### src/design/sseg_pkg.sv
// Shared types, constants and the digit segment table of the seven-segment glyph rasterizer.
package sseg_pkg;

  // Field types of one input word and one result word
  typedef logic [7:0] char_code_t;
  typedef logic [6:0] column_t;
  typedef logic [2:0] page_t;
  typedef logic [7:0] pixel_byte_t;

  // Configuration register types
  typedef logic [6:0] height_t;
  typedef logic [7:0] width_t;
  typedef logic [4:0] stroke_t;

  localparam int CFG_DATA_W  = 8;
  localparam int CFG_INDEX_W = 2;

  // Configuration register indexes
  localparam logic [CFG_INDEX_W-1:0] CFG_HEIGHT = 2'd0;
  localparam logic [CFG_INDEX_W-1:0] CFG_WIDTH  = 2'd1;
  localparam logic [CFG_INDEX_W-1:0] CFG_STROKE = 2'd2;

  // Register reset values
  localparam height_t HEIGHT_RST = 7'd32;
  localparam width_t  WIDTH_RST  = 8'd16;
  localparam stroke_t STROKE_RST = 5'd3;

  // Display memory limits
  localparam logic [8:0] MAX_WIDTH = 9'd128;
  localparam logic [4:0] MAX_PAGES = 5'd8;
  localparam int         PAGE_ROWS = 8;

  // Recognized character codes
  localparam char_code_t CH_ZERO  = 8'h30;
  localparam char_code_t CH_NINE  = 8'h39;
  localparam char_code_t CH_COLON = 8'h3A;
  localparam char_code_t CH_SPACE = 8'h20;

  // Segment bit positions
  localparam int SEG_LB  = 0;
  localparam int SEG_LT  = 1;
  localparam int SEG_RT  = 2;
  localparam int SEG_RB  = 3;
  localparam int SEG_BOT = 4;
  localparam int SEG_MID = 5;
  localparam int SEG_TOP = 6;

  typedef logic [6:0] segs_t;

  // Geometry derived from the configuration registers
  typedef struct packed {
    height_t    height;
    width_t     width;
    stroke_t    stroke;
    logic [7:0] vlen;     // vertical bar length
    logic [7:0] xr;       // right bar start column
    logic [7:0] yb;       // lower vertical bars start row
    logic [7:0] hw;       // horizontal bar width
    logic [7:0] ybot;     // bottom bar start row
    logic [7:0] ymid;     // middle bar start row
    logic [7:0] c0;       // colon first column
    logic [7:0] c1;       // colon column bound (exclusive)
    logic [7:0] y1;       // upper dot start row
    logic [7:0] y2;       // lower dot start row
    logic [4:0] dh;       // dot height
  } geom_t;

  function automatic segs_t digit_segs(input logic [3:0] d);
    segs_t s;
    case (d)
      4'd0:    s = 7'h5F;
      4'd1:    s = 7'h0C;
      4'd2:    s = 7'h75;
      4'd3:    s = 7'h7C;
      4'd4:    s = 7'h2E;
      4'd5:    s = 7'h7A;
      4'd6:    s = 7'h7B;
      4'd7:    s = 7'h4C;
      4'd8:    s = 7'h7F;
      4'd9:    s = 7'h7E;
      default: s = 7'h00;
    endcase
    return s;
  endfunction

endpackage

### src/design/sseg_geom.sv
// Glyph geometry derived from height, width and stroke registers.
module sseg_geom import sseg_pkg::*; (
  input  height_t height,
  input  width_t  width,
  input  stroke_t stroke,
  output geom_t   geom
);

  logic [6:0]        t3;
  logic signed [8:0] vdiff;
  logic signed [8:0] vhalf;
  logic signed [8:0] mdiff;
  logic signed [8:0] mhalf;
  logic [7:0]        hsum;
  logic [15:0]       wprod;
  logic [13:0]       hprod;
  logic [6:0]        dw;
  logic [4:0]        dh;
  logic [8:0]        csum;
  logic [8:0]        h3;

  assign t3    = {1'b0, stroke, 1'b0} + {2'b00, stroke};
  // truncate toward zero on the signed halves
  assign vdiff = $signed({2'b00, height}) - $signed({2'b00, t3});
  assign vhalf = (vdiff + {8'd0, vdiff[8]}) >>> 1;
  assign mdiff = $signed({2'b00, height}) - $signed({4'd0, stroke});
  assign mhalf = (mdiff + {8'd0, mdiff[8]}) >>> 1;
  assign hsum  = {1'b0, height} + {3'd0, stroke};

  // divide by 3 through reciprocal 171/512, exact for 8-bit operands
  assign wprod = width * 8'd171;
  assign dw    = wprod[15:9];
  assign hprod = height[6:1] * 8'd171;
  assign dh    = hprod[13:9];
  assign csum  = {1'b0, width} + {2'b00, dw};
  assign h3    = {1'b0, height, 1'b0} + {2'b00, height};

  always_comb begin
    geom.height = height;
    geom.width  = width;
    geom.stroke = stroke;
    geom.vlen   = vhalf[7:0];
    geom.xr     = width - {3'd0, stroke};
    geom.yb     = {1'b0, hsum[7:1]};
    geom.hw     = width - {2'd0, stroke, 1'b0};
    geom.ybot   = mdiff[7:0];
    geom.ymid   = mhalf[7:0];
    geom.c0     = (width - {1'b0, dw}) >> 1;
    geom.c1     = csum[8:1];
    geom.y1     = {3'd0, height[6:2]} - {4'd0, dh[4:1]};
    geom.y2     = {1'b0, h3[8:2]} - {4'd0, dh[4:1]};
    geom.dh     = dh;
  end

endmodule

### config.mk
export PLATFORM = sky130hd
export DESIGN_NAME = sseg_geom
export DESIGN_NICKNAME = d
export VERILOG_FILES = /design/src/design/sseg_pkg.sv /design/src/design/sseg_geom.sv
export SDC_FILE = /design/constraint.sdc
export NUM_CORES = 1
export LEC_CHECK = 0
export BUFFER_PORTS_ARGS = -buffer_cell sky130_fd_sc_hd__clkbuf_2
export CORE_AREA = 8 8 160 102
export DETAILED_ROUTE_END_ITERATION = 8
export DIE_AREA = 0 0 168 110
export PLACE_DENSITY_LB_ADDON = 0.05
export SLEW_MARGIN = 30
export SYNTH_ARGS = -nofsm -noshare
export SYNTH_HDL_FRONTEND = slang
export SYNTH_SLANG_ARGS = --single-unit
### constraint.sdc
create_clock -name vclk -period 5.6
set_input_delay 0.84 -clock vclk [all_inputs]
set_output_delay 0.84 -clock vclk [all_outputs]
set_load 0.01 [all_outputs]
==> metrics.md <==
| Metric | Value |
|---|---|
| Cells on Worst Hold Path | 2 |
| Initial core utilization | 0.341 |
| Vias post-DR | 4652 |
| Worst path required time | 4760 ps |
| Floorplan core area | 14000 um^2 |
| TritonRoute pass-1 iters | 4 |
| First-pass GRT wire length | 26200 um |
| Post-layout min period | 6210 ps |
| Nets | 973 |
| Capture point of the worst path | geom[26] |
| Final worst slack | -607 ps |
| Netlist cell types | 58 |
| Cts-stage hold buffer count | 0 |
| Crit path launch type | primary input |
| RePlAce Congestion | 0.819 |
| GRT Util Overall | 0.177 |
| Synth Instances | 585 |
| Crit-path max FO | 3 |
| Crit end category | primary output |
| Post-route ant nets | 0 |
| Input/output buffers | 123 |
| RSZ-0062 raised after global routing | true |
| Initial DRC count | 192 |
| Pin count of the biggest net entering global routing | 11 |
| Critical Path AT | 5370 ps |
| Worst hold path type | in2out |
| Crit path launch | width[3] |
| Outcome | finished with violations |
| DP Wirelength | 14700 um |
| Slew Viols, Final | 0 |
| Multi-input gate area | 4920 um^2 |
| Place WS | -780 ps |
| Num rows | 34 |
| Routed wire length | 17000 um |
| Number of setup violations in the final report | 15 |
| Worst slew margin | 0.587 |
| Fill cells | 1341 |
| # IOs | 125 |
| Via-per-instance ratio | 4.76 |
| Share of post-route cells with drive strength above 1 | 0.437 |
| Leakage | 3.74 nW |
| Full die area | 18500 um^2 |
| Peak supply drop | 0.304 mV |
| FFs & Latches | 0 |
| Actual slew at the worst max-slew pin | 615 ps |
| Storage element area | 0 um^2 |
| Diodes inserted | 0 |
| Avg Inst Size Synth | 8.15 um^2 |
| Kind of critical path | in2out |
| DRC Markers | 0 |
| GRT Residual Overflow | 0 |
| FMAX | 0.161 GHz |
| Total power divided by cell area | 439 nW/um^2 |
| Wire per inst | 17.4 um |
| Design Power | 3.16 mW |
| Yosys warns | 0 |
| Area growth, synth to finish | 51.0% |
| Final period util | 1.11 |
| Register area share after synthesis | 0 |
| Synthesized area | 4770 um^2 |
| Failing checks | negative setup slack |
| DIE HEIGHT | 110 um |
| Fin. Hold Viols | 0 |
| Reported max-cap violation count | 0 |
| Clkbuf count | 0 |
| Die W | 168 um |
| Number of global-route vias before repair | 4731 |
| Initial antenna violation count | 0 |
[placed cells by master (no fill, tap or decap), drive strengths merged, types with 22 or more instances in the layout]
cell type    n
fa          33
inv        111
xnor2       39
xor2        27
o21ai       22
nor2        34
buf        146
ha         121
a21oi       28
clkbuf      95
[layout make-up]
cell class / count / share of cell area
inverter: 111 / 0.0579
multi-input combinational: 445 / 0.683
tap: 180 / 0.0313
timing repair buffer: 241 / 0.228
[worst min path at each step]
stage                          end       from
after floorplan           geom[65]  height[5]
after global placement    geom[88]  stroke[3]
after CTS                 geom[88]  stroke[3]
after detailed placement  geom[88]  stroke[3]
after global routing      geom[88]  stroke[3]
final                     geom[88]  stroke[3]
[cells by family (layout without fill, tap and decap cells)]
| family | Yosys count | after routing | share of synthesized area |
|---|---|---|---|
| compound gates | 117 | 117 | 0.166 |
| mux | 1 | 1 | 0.00210 |
| simple gates | 105 | 105 | 0.120 |
| fa+ha+maj | 154 | 154 | 0.456 |
| buf+inv | 141 | 352 | 0.131 |
| xor+xnor | 66 | 66 | 0.123 |
| other cells | 1 | 2 | 0.000786 |
[critical path, cell delays in order]
cell and delay [ps]:
buf_8 100, ha_4 250, fa_1 510, fa_1 530, inv_2 40, fa_1 510
inv_2 50, ha_4 150, or4b_4 490, a221oi_4 240, a211oi_4 100, nor2_2 150
inv_1 70, fa_2 380, nor2b_2 140, o21ai_2 80, a21boi_2 180, o21ai_2 110
a21boi_2 170, buf_4 130, nor2_2 30, clkbuf_2 130
[cell usage after synthesis, drive strengths merged (2+ instances only)]
master | n | area, um^2
or4b | 3 | 33.8
nand2b | 11 | 68.8
a31o | 2 | 17.5
nand4 | 3 | 18.8
nand3 | 10 | 50.1
a21oi | 28 | 140
a21boi | 4 | 30.0
a31oi | 4 | 25.0
o21bai | 9 | 67.6
o31ai | 3 | 22.5
xor2 | 27 | 236
a221oi | 2 | 23.8
ha | 121 | 1510
nand2 | 10 | 37.5
and2 | 2 | 12.5
a311oi | 2 | 17.5
buf | 26 | 195
clkbuf | 4 | 15.0
a21o | 16 | 120
and3 | 3 | 18.8
nor2b | 9 | 56.3
fa | 33 | 661
nor2 | 34 | 130
o21ai | 22 | 110
o41ai | 2 | 25.0
a211oi | 8 | 65.1
o211ai | 2 | 15.0
nor3b | 4 | 35.0
a2111oi | 2 | 17.5
inv | 111 | 417
xnor2 | 39 | 349
nor3 | 8 | 45.0
o21a | 5 | 37.5
[through the flow]
stage / hold slack (ps) / setup TNS [ps] / cell area [um^2] / std cells / util
after global placement: 1920 / -11890 / 6310 / 964 / 0.451
final: 1930 / -5700 / 7200 / 977 / 0.515
after global routing: 1930 / -8670 / 7200 / 977 / 0.515
after CTS: 1930 / -6160 / 6900 / 973 / 0.493
after detailed placement: 1930 / -12310 / 6310 / 964 / 0.451
after floorplan: 1770 / -1060 / 4890 / 586 / -
[layer usage]
| metal | GRT usage | vias to the layer above | share of wire |
|---|---|---|---|
| li1 | - | 2367 | - |
| met1 | 0.296 | 2168 | 0.55 |
| met2 | 0.238 | 115 | 0.37 |
| met3 | 0.0228 | 2 | 0.080 |
| met4 | 0.00507 | 0 | 0.0014 |
| met5 | 0 | - | 0 |
[timing repair]
item,4_1_cts,5_1_grt
endpoints found under the setup margin,26,26
gates resized for setup,84,81
buffers inserted,12,7
pin swaps,41,39
[power breakdown]
group	switching (mW)	total, mW	internal, mW
logic	1.55	3.16	1.61
registers	0	0	0
clock network	0	0	0
Note: power is estimated with default switching activity, not from simulation.
