===== src/design/sseg_pkg.sv =====
// Shared types, constants and the digit segment table of the seven-segment glyph rasterizer.
package sseg_pkg;

  // Field types of one input word and one result word
  typedef logic [7:0] char_code_t;
  typedef logic [6:0] column_t;
  typedef logic [2:0] page_t;
  typedef logic [7:0] pixel_byte_t;

  // Configuration register types
  typedef logic [6:0] height_t;
  typedef logic [7:0] width_t;
  typedef logic [4:0] stroke_t;

  localparam int CFG_DATA_W  = 8;
  localparam int CFG_INDEX_W = 2;

  // Configuration register indexes
  localparam logic [CFG_INDEX_W-1:0] CFG_HEIGHT = 2'd0;
  localparam logic [CFG_INDEX_W-1:0] CFG_WIDTH  = 2'd1;
  localparam logic [CFG_INDEX_W-1:0] CFG_STROKE = 2'd2;

  // Register reset values
  localparam height_t HEIGHT_RST = 7'd32;
  localparam width_t  WIDTH_RST  = 8'd16;
  localparam stroke_t STROKE_RST = 5'd3;

  // Display memory limits
  localparam logic [8:0] MAX_WIDTH = 9'd128;
  localparam logic [4:0] MAX_PAGES = 5'd8;
  localparam int         PAGE_ROWS = 8;

  // Recognized character codes
  localparam char_code_t CH_ZERO  = 8'h30;
  localparam char_code_t CH_NINE  = 8'h39;
  localparam char_code_t CH_COLON = 8'h3A;
  localparam char_code_t CH_SPACE = 8'h20;

  // Segment bit positions
  localparam int SEG_LB  = 0;
  localparam int SEG_LT  = 1;
  localparam int SEG_RT  = 2;
  localparam int SEG_RB  = 3;
  localparam int SEG_BOT = 4;
  localparam int SEG_MID = 5;
  localparam int SEG_TOP = 6;

  typedef logic [6:0] segs_t;

  // Geometry derived from the configuration registers
  typedef struct packed {
    height_t    height;
    width_t     width;
    stroke_t    stroke;
    logic [7:0] vlen;     // vertical bar length
    logic [7:0] xr;       // right bar start column
    logic [7:0] yb;       // lower vertical bars start row
    logic [7:0] hw;       // horizontal bar width
    logic [7:0] ybot;     // bottom bar start row
    logic [7:0] ymid;     // middle bar start row
    logic [7:0] c0;       // colon first column
    logic [7:0] c1;       // colon column bound (exclusive)
    logic [7:0] y1;       // upper dot start row
    logic [7:0] y2;       // lower dot start row
    logic [4:0] dh;       // dot height
  } geom_t;

  function automatic segs_t digit_segs(input logic [3:0] d);
    segs_t s;
    case (d)
      4'd0:    s = 7'h5F;
      4'd1:    s = 7'h0C;
      4'd2:    s = 7'h75;
      4'd3:    s = 7'h7C;
      4'd4:    s = 7'h2E;
      4'd5:    s = 7'h7A;
      4'd6:    s = 7'h7B;
      4'd7:    s = 7'h4C;
      4'd8:    s = 7'h7F;
      4'd9:    s = 7'h7E;
      default: s = 7'h00;
    endcase
    return s;
  endfunction

endpackage


===== src/design/sseg_raster.sv =====
// Byte of the glyph at one column and page, with its write enable.
module sseg_raster import sseg_pkg::*; (
  input  geom_t       geom,
  input  char_code_t  char_code,
  input  column_t     column,
  input  page_t       page,
  output pixel_byte_t pixel_byte,
  output logic        write_enable
);

  function automatic logic [7:0] rows_mask(input page_t pg, input logic [7:0] y0,
                                           input logic [7:0] len);
    logic [7:0] m;
    logic [7:0] r;
    m = 8'd0;
    for (int b = 0; b < PAGE_ROWS; b++) begin
      r = {2'b00, pg, 3'(b)};
      m[b] = (r >= y0) && ((r - y0) < len);
    end
    return m;
  endfunction

  function automatic logic col_in(input column_t c, input logic [7:0] x0,
                                  input logic [7:0] len);
    return ({1'b0, c} >= x0) && (({1'b0, c} - x0) < len);
  endfunction

  logic       is_digit;
  logic       known;
  logic       in_glyph;
  segs_t      segs;
  logic [7:0] tt;
  logic       in_left;
  logic       in_right;
  logic       in_hbar;
  logic [7:0] mask_top_v;
  logic [7:0] mask_bot_v;
  logic [7:0] digit_px;
  logic [7:0] colon_px;
  logic [7:0] px;
  logic [7:0] char_off;

  assign is_digit = (char_code >= CH_ZERO) && (char_code <= CH_NINE);
  assign known    = is_digit || (char_code == CH_SPACE) || (char_code == CH_COLON);
  assign in_glyph = ({1'b0, column} < geom.width) && ({2'b00, column} < MAX_WIDTH) &&
                    ({3'b000, page, 3'b000} < {2'b00, geom.height}) &&
                    ({2'b00, page} < MAX_PAGES);

  assign char_off = char_code - CH_ZERO;
  assign segs     = is_digit ? digit_segs(char_off[3:0]) : '0;
  assign tt       = {3'd0, geom.stroke};

  assign in_left    = col_in(column, 8'd0, tt);
  assign in_right   = col_in(column, geom.xr, tt);
  assign in_hbar    = col_in(column, tt, geom.hw);
  assign mask_top_v = rows_mask(page, tt, geom.vlen);
  assign mask_bot_v = rows_mask(page, geom.yb, geom.vlen);

  always_comb begin
    digit_px = 8'd0;
    if (segs[SEG_LB] && in_left)  digit_px = digit_px | mask_bot_v;
    if (segs[SEG_LT] && in_left)  digit_px = digit_px | mask_top_v;
    if (segs[SEG_RT] && in_right) digit_px = digit_px | mask_top_v;
    if (segs[SEG_RB] && in_right) digit_px = digit_px | mask_bot_v;
    if (in_hbar) begin
      if (segs[SEG_BOT]) digit_px = digit_px | rows_mask(page, geom.ybot, tt);
      if (segs[SEG_MID]) digit_px = digit_px | rows_mask(page, geom.ymid, tt);
      if (segs[SEG_TOP]) digit_px = digit_px | rows_mask(page, 8'd0, tt);
    end
  end

  always_comb begin
    colon_px = 8'd0;
    if (({1'b0, column} >= geom.c0) && ({1'b0, column} < geom.c1)) begin
      colon_px = rows_mask(page, geom.y1, {3'd0, geom.dh}) |
                 rows_mask(page, geom.y2, {3'd0, geom.dh});
    end
  end

  always_comb begin
    if (char_code == CH_COLON) begin
      px = colon_px;
    end else if (is_digit) begin
      px = digit_px;
    end else begin
      px = 8'd0;
    end
  end

  assign write_enable = known && in_glyph;
  assign pixel_byte   = write_enable ? px : 8'd0;

endmodule


===== config.mk =====
export PLATFORM = sky130hd
export DESIGN_NAME = sseg_raster
export DESIGN_NICKNAME = d
export VERILOG_FILES = /design/src/design/sseg_pkg.sv /design/src/design/sseg_raster.sv
export SDC_FILE = /design/constraint.sdc
export NUM_CORES = 1
export LEC_CHECK = 0
export ABC_AREA = 1
export BUFFER_PORTS_ARGS = -buffer_cell sky130_fd_sc_hd__buf_4
export CAP_MARGIN = 5
export CORE_UTILIZATION = 55
export DETAILED_ROUTE_END_ITERATION = 7
export GPL_ROUTABILITY_DRIVEN = 0
export PLACE_DENSITY = 0.82
export RECOVER_POWER = 50
export SYNTH_ARGS = -nofsm -noshare
export SYNTH_HDL_FRONTEND = slang
export SYNTH_SLANG_ARGS = --single-unit

===== constraint.sdc =====
create_clock -name vclk -period 4
set_input_delay 0.6 -clock vclk [all_inputs]
set_output_delay 0.6 -clock vclk [all_outputs]
set_load 0.02 [all_outputs]

==> impl_metrics.tcl, run 1 <==
set metrics [dict create \
    syn_avg_cell_area_um2 6.439 \
    num_vias 14410 \
    start_util_pct 56.11 \
    period_needed_ps 3936 \
    syn_area_mm2 0.01274 \
    cp-start-kind "input port" \
    slowest_stage "ha_1" \
    coreArea_mm2 0.02271 \
    max_slew_margin_pct 51.22 \
    wl_met2_um 19160 \
    hp-class "in -> out" \
    hold_buffers 0 \
    ys_seq_area_share_pct 0 \
    synth_nets 2471 \
    routed_wl_um 40760 \
    die-width_um 154.2 \
    antenna_found_initial 0 \
    crit_type "in -> out" \
    irDropWorstVdd_v 0.00007998 \
    synth_most_common_cell "nand2_1" \
    netlist.area_leader.share_pct 34.86 \
    netlist_top_cells_count "nand2_1, ha_1, inv_1" \
    n_antenna_cell 0 \
    crit_path_max_fanout 9 \
    grt_pass1_wl_um 64230 \
    max_freq_ghz 0.2541 \
    max_stage_delay_ps 310 \
    ioPinCount 132 \
    clock_buffers 0 \
    grt_pass1_vias 13410 \
    dr.pass1.iters 6 \
    drive_above_1_share_pct 16.15 \
    rsz0062_at_grt "true" \
    grt_usage_pct 32.79 \
    outcome "finished clean" \
    drv_slew 0 \
    total_leakage_power_nw 8.240 \
    critPathRequiredTime_ps 3400 \
    fillers 2000 \
    crit_chain "buf_4 -> buf_4 -> ha_1 -> buf_4 -> ha_1 -> a21oi_1 -> xor2_1 -> ha_1 -> a21oi_1 -> o21ai_0 -> nor2_1 -> nand3_1 -> nand2_1 -> nand2_1 -> nand2_1 -> nand2_1 -> nor2_1 -> buf_4" \
    synth.area.top_cells "ha_1, nand2_1, inv_1, a21oi_1, xor2_1" \
    dp_hpwl_um 33360 \
    drc 0 \
    final-seq-area_um2 0 \
    hold_ws_ps 1888 \
    hold_viol 0 \
    endpoint_kind "output pin" \
    seq_cells 0 \
    min-delay-start "geom[11]" \
    maxCapViolations 0 \
    finalSetupTns_ps 0 \
    synth_cell_types 49 \
    die_y_um 154.2 \
    finalCritPeriodShare_pct 98.40 \
    io_buffer_count 132 \
    setup_viol 0 \
    layout.nets 2686 \
    worst_pin_slew_ps 730.9 \
    grt_max_degree 19 \
    synthToLayoutAreaGrowth_pct 17.64 \
    wl_per_cell_um 16.46 \
    gr-total-overflow 0 \
    yosys_warnings 0 \
    viasPerCell 5.816 \
    pwr_density_cell_mw_per_mm2 146.9 \
    drt_iter0_drc 1343 \
    rows 55 \
    wl_met1_um 16290 \
    crit_arrival_ps 3340 \
    cp-startpoint "page[0]" \
    synth_top_cell_by_area "ha_1" \
    highest_layer "met4" \
    syn_inst 1979 \
    ant_nets 0 \
    met3WireLength_um 3463 \
    dieArea_mm2 0.02378 \
]
## worst max-delay path: cells and delay by family
| family | cells | cell delay [ps] |
|---|---|---|
| fa+ha+maj | 3 | 760 |
| simple gates | 7 | 640 |
| xor+xnor | 1 | 110 |
| compound gates | 3 | 460 |
| buf+inv | 4 | 740 |
## metrics by stage
step           power [mW]  worst slack [ps]  utilization [%]  std cells  instance area (um2)
6_report            2.202             63.82            66.01       2477                14990
5_1_grt             2.461            -44.86            66.01       2477                14990
4_1_cts             2.091             10.75            64.56       2469                14660
3_5_place_dp        2.075            -50.76            64.51       2469                14650
3_3_place_gp        1.985            -21.91            64.51       2469                14650
2_1_floorplan       1.433             51.30                -       1979                12740
## cells in the final DEF (no fill, tap or decap), types with 4 or more instances in the layout
| master | n |
|---|---|
| a211oi_1 | 4 |
| a21boi_0 | 10 |
| a21o_1 | 8 |
| a21oi_1 | 181 |
| a21oi_2 | 22 |
| a31oi_1 | 9 |
| buf_4 | 234 |
| fa_1 | 11 |
| ha_1 | 346 |
| ha_4 | 6 |
| inv_1 | 263 |
| inv_2 | 23 |
| nand2_1 | 393 |
| nand2_2 | 15 |
| nand3_1 | 121 |
| nand3b_1 | 18 |
| nand4_1 | 27 |
| nor2_1 | 131 |
| nor2_2 | 10 |
| nor2_4 | 6 |
| nor3_1 | 26 |
| nor3_2 | 4 |
| nor3b_2 | 4 |
| o211ai_1 | 4 |
| o21ai_0 | 87 |
| o21ai_1 | 24 |
| o21bai_1 | 17 |
| xnor2_1 | 26 |
| xor2_1 | 112 |
## cells by family after synthesis
kind of cell | share of synthesized area (%)
AND/OR/NAND/NOR | 26.69
AO/OA/AOI/OAI | 16.75
adder cells (fa/ha/maj) | 37.06
buffers and inverters | 9.947
XOR/XNOR | 9.554
## where the power goes
group	switching, mW	internal (mW)	leakage (nW)
clock network	0	0	0
registers	0	0	0
logic	1.29	0.909	8.24
## final timing paths
| kind | slack, ps | endpoint | depth (start not counted) |
|---|---|---|---|
| hold / removal | 1890 | pixel_byte[6] | 9 |
| setup / recovery | 60 | pixel_byte[5] | 18 |
## cell type report
class | count | area (um2) | area share, %
Timing Repair Buffer | 238 | 1805 | 12.05
Multi-Input combinational cell | 1663 | 11730 | 78.26
Tap cell | 285 | 356.6 | 2.379
Inverter | 291 | 1097 | 7.321
## per-layer routing
metal  global-route usage (%)  vias up
li1                         -     7038
met1                    41.47     6546
met2                    57.55      686
met3                    2.017      137
met4                    13.86        0
met5                        0        -
## repair_timing
action | 4_1_cts | 5_1_grt
setup endpoints to repair | 6 | 8
resized for setup | 4 | 85
setup buffers | 0 | 8
pin swaps | 2 | 38
cloned | 0 | 0
Power figures use the tool's default switching activity.
==> run 2: changes to the inputs <==
- CELL_PAD_IN_SITES_DETAIL_PLACEMENT: not set -> 0
- CELL_PAD_IN_SITES_GLOBAL_PLACEMENT: not set -> 1
- CORE_UTILIZATION: 55 -> 45
- PLACE_DENSITY: 0.82 -> 0.92
==> run 2 against run 1 <==
Effect of this change:
- utilization shrank 11 points
- total power increased by 2.3%
- cell area is 2.7% higher
- via count is 2.1% lower
- combinational power up 2%
- non-clock buffer count grew 23
- count of clock-buffer cells in the layout did not move
==> impl_metrics.tcl, run 2 (synthesis gave the netlist of run 1 again) <==
set metrics [dict create \
    dp_slack_ps -102.7 \
    grt_pass1_wl_um 67090 \
    power_frac_seq_pct 0 \
    crit_path_max_fanout 4 \
    coreArea_mm2 0.02778 \
    seq_cells 0 \
    maxCapViolations 0 \
    cpMostUsedCell "buf_4" \
    num_vias 14110 \
    pwr_density_cell_mw_per_mm2 146.3 \
    drc 0 \
    period_needed_ps 3923 \
    crit_family "simple AND/OR/NAND/NOR gates" \
    layout.nets 2709 \
    crit_arrival_ps 3320 \
    die-width_um 170.3 \
    ioPinCount 132 \
    start_util_pct 45.87 \
    dr.pass1.iters 6 \
    hold_viol 0 \
    drive_above_1_share_pct 17.83 \
    outcome "finished clean" \
    grt_usage_pct 28.81 \
    synthToLayoutAreaGrowth_pct 20.84 \
    hold_buffers 0 \
    cp-start-kind "input port" \
    p_int_uw 939.6 \
    wl_per_cell_um 16.47 \
    irDropWorstVdd_v 0.00005903 \
    endpoint_kind "output pin" \
    total_power_mw 2.252 \
    hp-class "in -> out" \
    setup_viol 0 \
    dieArea_mm2 0.02899 \
    ant_nets 0 \
    antenna_found_initial 0 \
    rows 61 \
    worst_pin_slew_ps 686.3 \
    die_y_um 170.3 \
    power_frac_clock_pct 0 \
    n_antenna_cell 0 \
    drv_slew 0 \
    total_leakage_power_nw 8.361 \
    max_stage_delay_ps 330 \
    io_buffer_count 132 \
    power_frac_comb_pct 100.0 \
    routed_wl_um 42700 \
    final_common_cell "nand2_1" \
    finalCritPeriodShare_pct 98.07 \
    critPathRequiredTime_ps 3400 \
    grt_pass1_vias 13280 \
    crit_type "in -> out" \
    drt_iter0_drc 1106 \
    fillers 2807 \
    max_slew_margin_pct 54.20 \
    max_freq_ghz 0.2549 \
    dp_hpwl_um 35580 \
    clock_buffers 0 \
    net-switching-power_mw 1.313 \
    multi_input_area_mm2 0.01184 \
    viasPerCell 5.442 \
    gr-total-overflow 0 \
    p_sw_share_pct 58.29 \
    final_cell_mix "nand2_1, ha_1, inv_1" \
    critPathBufInv 5 \
    layout_setup_ws_ps 77.12 \
    grt_max_degree 19 \
    slowest_stage "ha_1" \
    final-seq-area_um2 0 \
    crit_chain "buf_4 -> ha_4 -> a21oi_4 -> inv_2 -> buf_4 -> a21oi_2 -> nand2_1 -> xor2_1 -> ha_1 -> a21oi_2 -> nand3b_1 -> nand2_1 -> nor3b_2 -> buf_4 -> nand2_1 -> nand3_2 -> nor2_1 -> nor2_1 -> buf_4" \
]
## run 2: timing repair
action | in CTS | in global routing
pin swaps | 3 | 35
setup endpoints to repair | 8 | 8
resized for setup | 10 | 104
buffers inserted | 0 | 5
## run 2: metal layers
metal  vias up  wire, um  GRT usage (%)
met1      6462     18500          37.41
met4         0      1469          8.774
met3        91      2888          3.395
li1       7078         -              -
met5         -         0              0
met2       480     19840          49.43
## run 2: power by group through the flow
stage | logic, mW | registers (mW) | clock network [mW]
4_1_cts | 2.14 | 0 | 0
3_5_place_dp | 2.12 | 0 | 0
5_1_grt | 2.53 | 0 | 0
2_1_floorplan | 1.43 | 0 | 0
6_report | 2.25 | 0 | 0
3_3_place_gp | 2.06 | 0 | 0
## run 2: cell type report
type / instances / area share [%]
multi-input combinational: 1663 / 76.87
timing repair buffer: 261 / 12.87
inverter: 291 / 7.183
tap: 378 / 3.072
## run 2: stage by stage
step / instances / utilization, % / hold slack [ps] / instance area [um2] / setup TNS [ps]
2_1_floorplan: 1979 / - / 1482 / 12740 / 0
3_3_place_gp: 2588 / 53.86 / 1831 / 14960 / -98.42
3_5_place_dp: 2588 / 53.86 / 1828 / 14960 / -447.3
4_1_cts: 2588 / 53.99 / 1828 / 15000 / 0
5_1_grt: 2593 / 55.42 / 1920 / 15400 / -270.7
6_report: 2593 / 55.42 / 1889 / 15400 / 0
## run 2: final timing paths
kind	start	endpoint	slack [ps]	cells after the start
min	geom[97]	write_enable	1890	4
max	page[1]	pixel_byte[4]	80	19
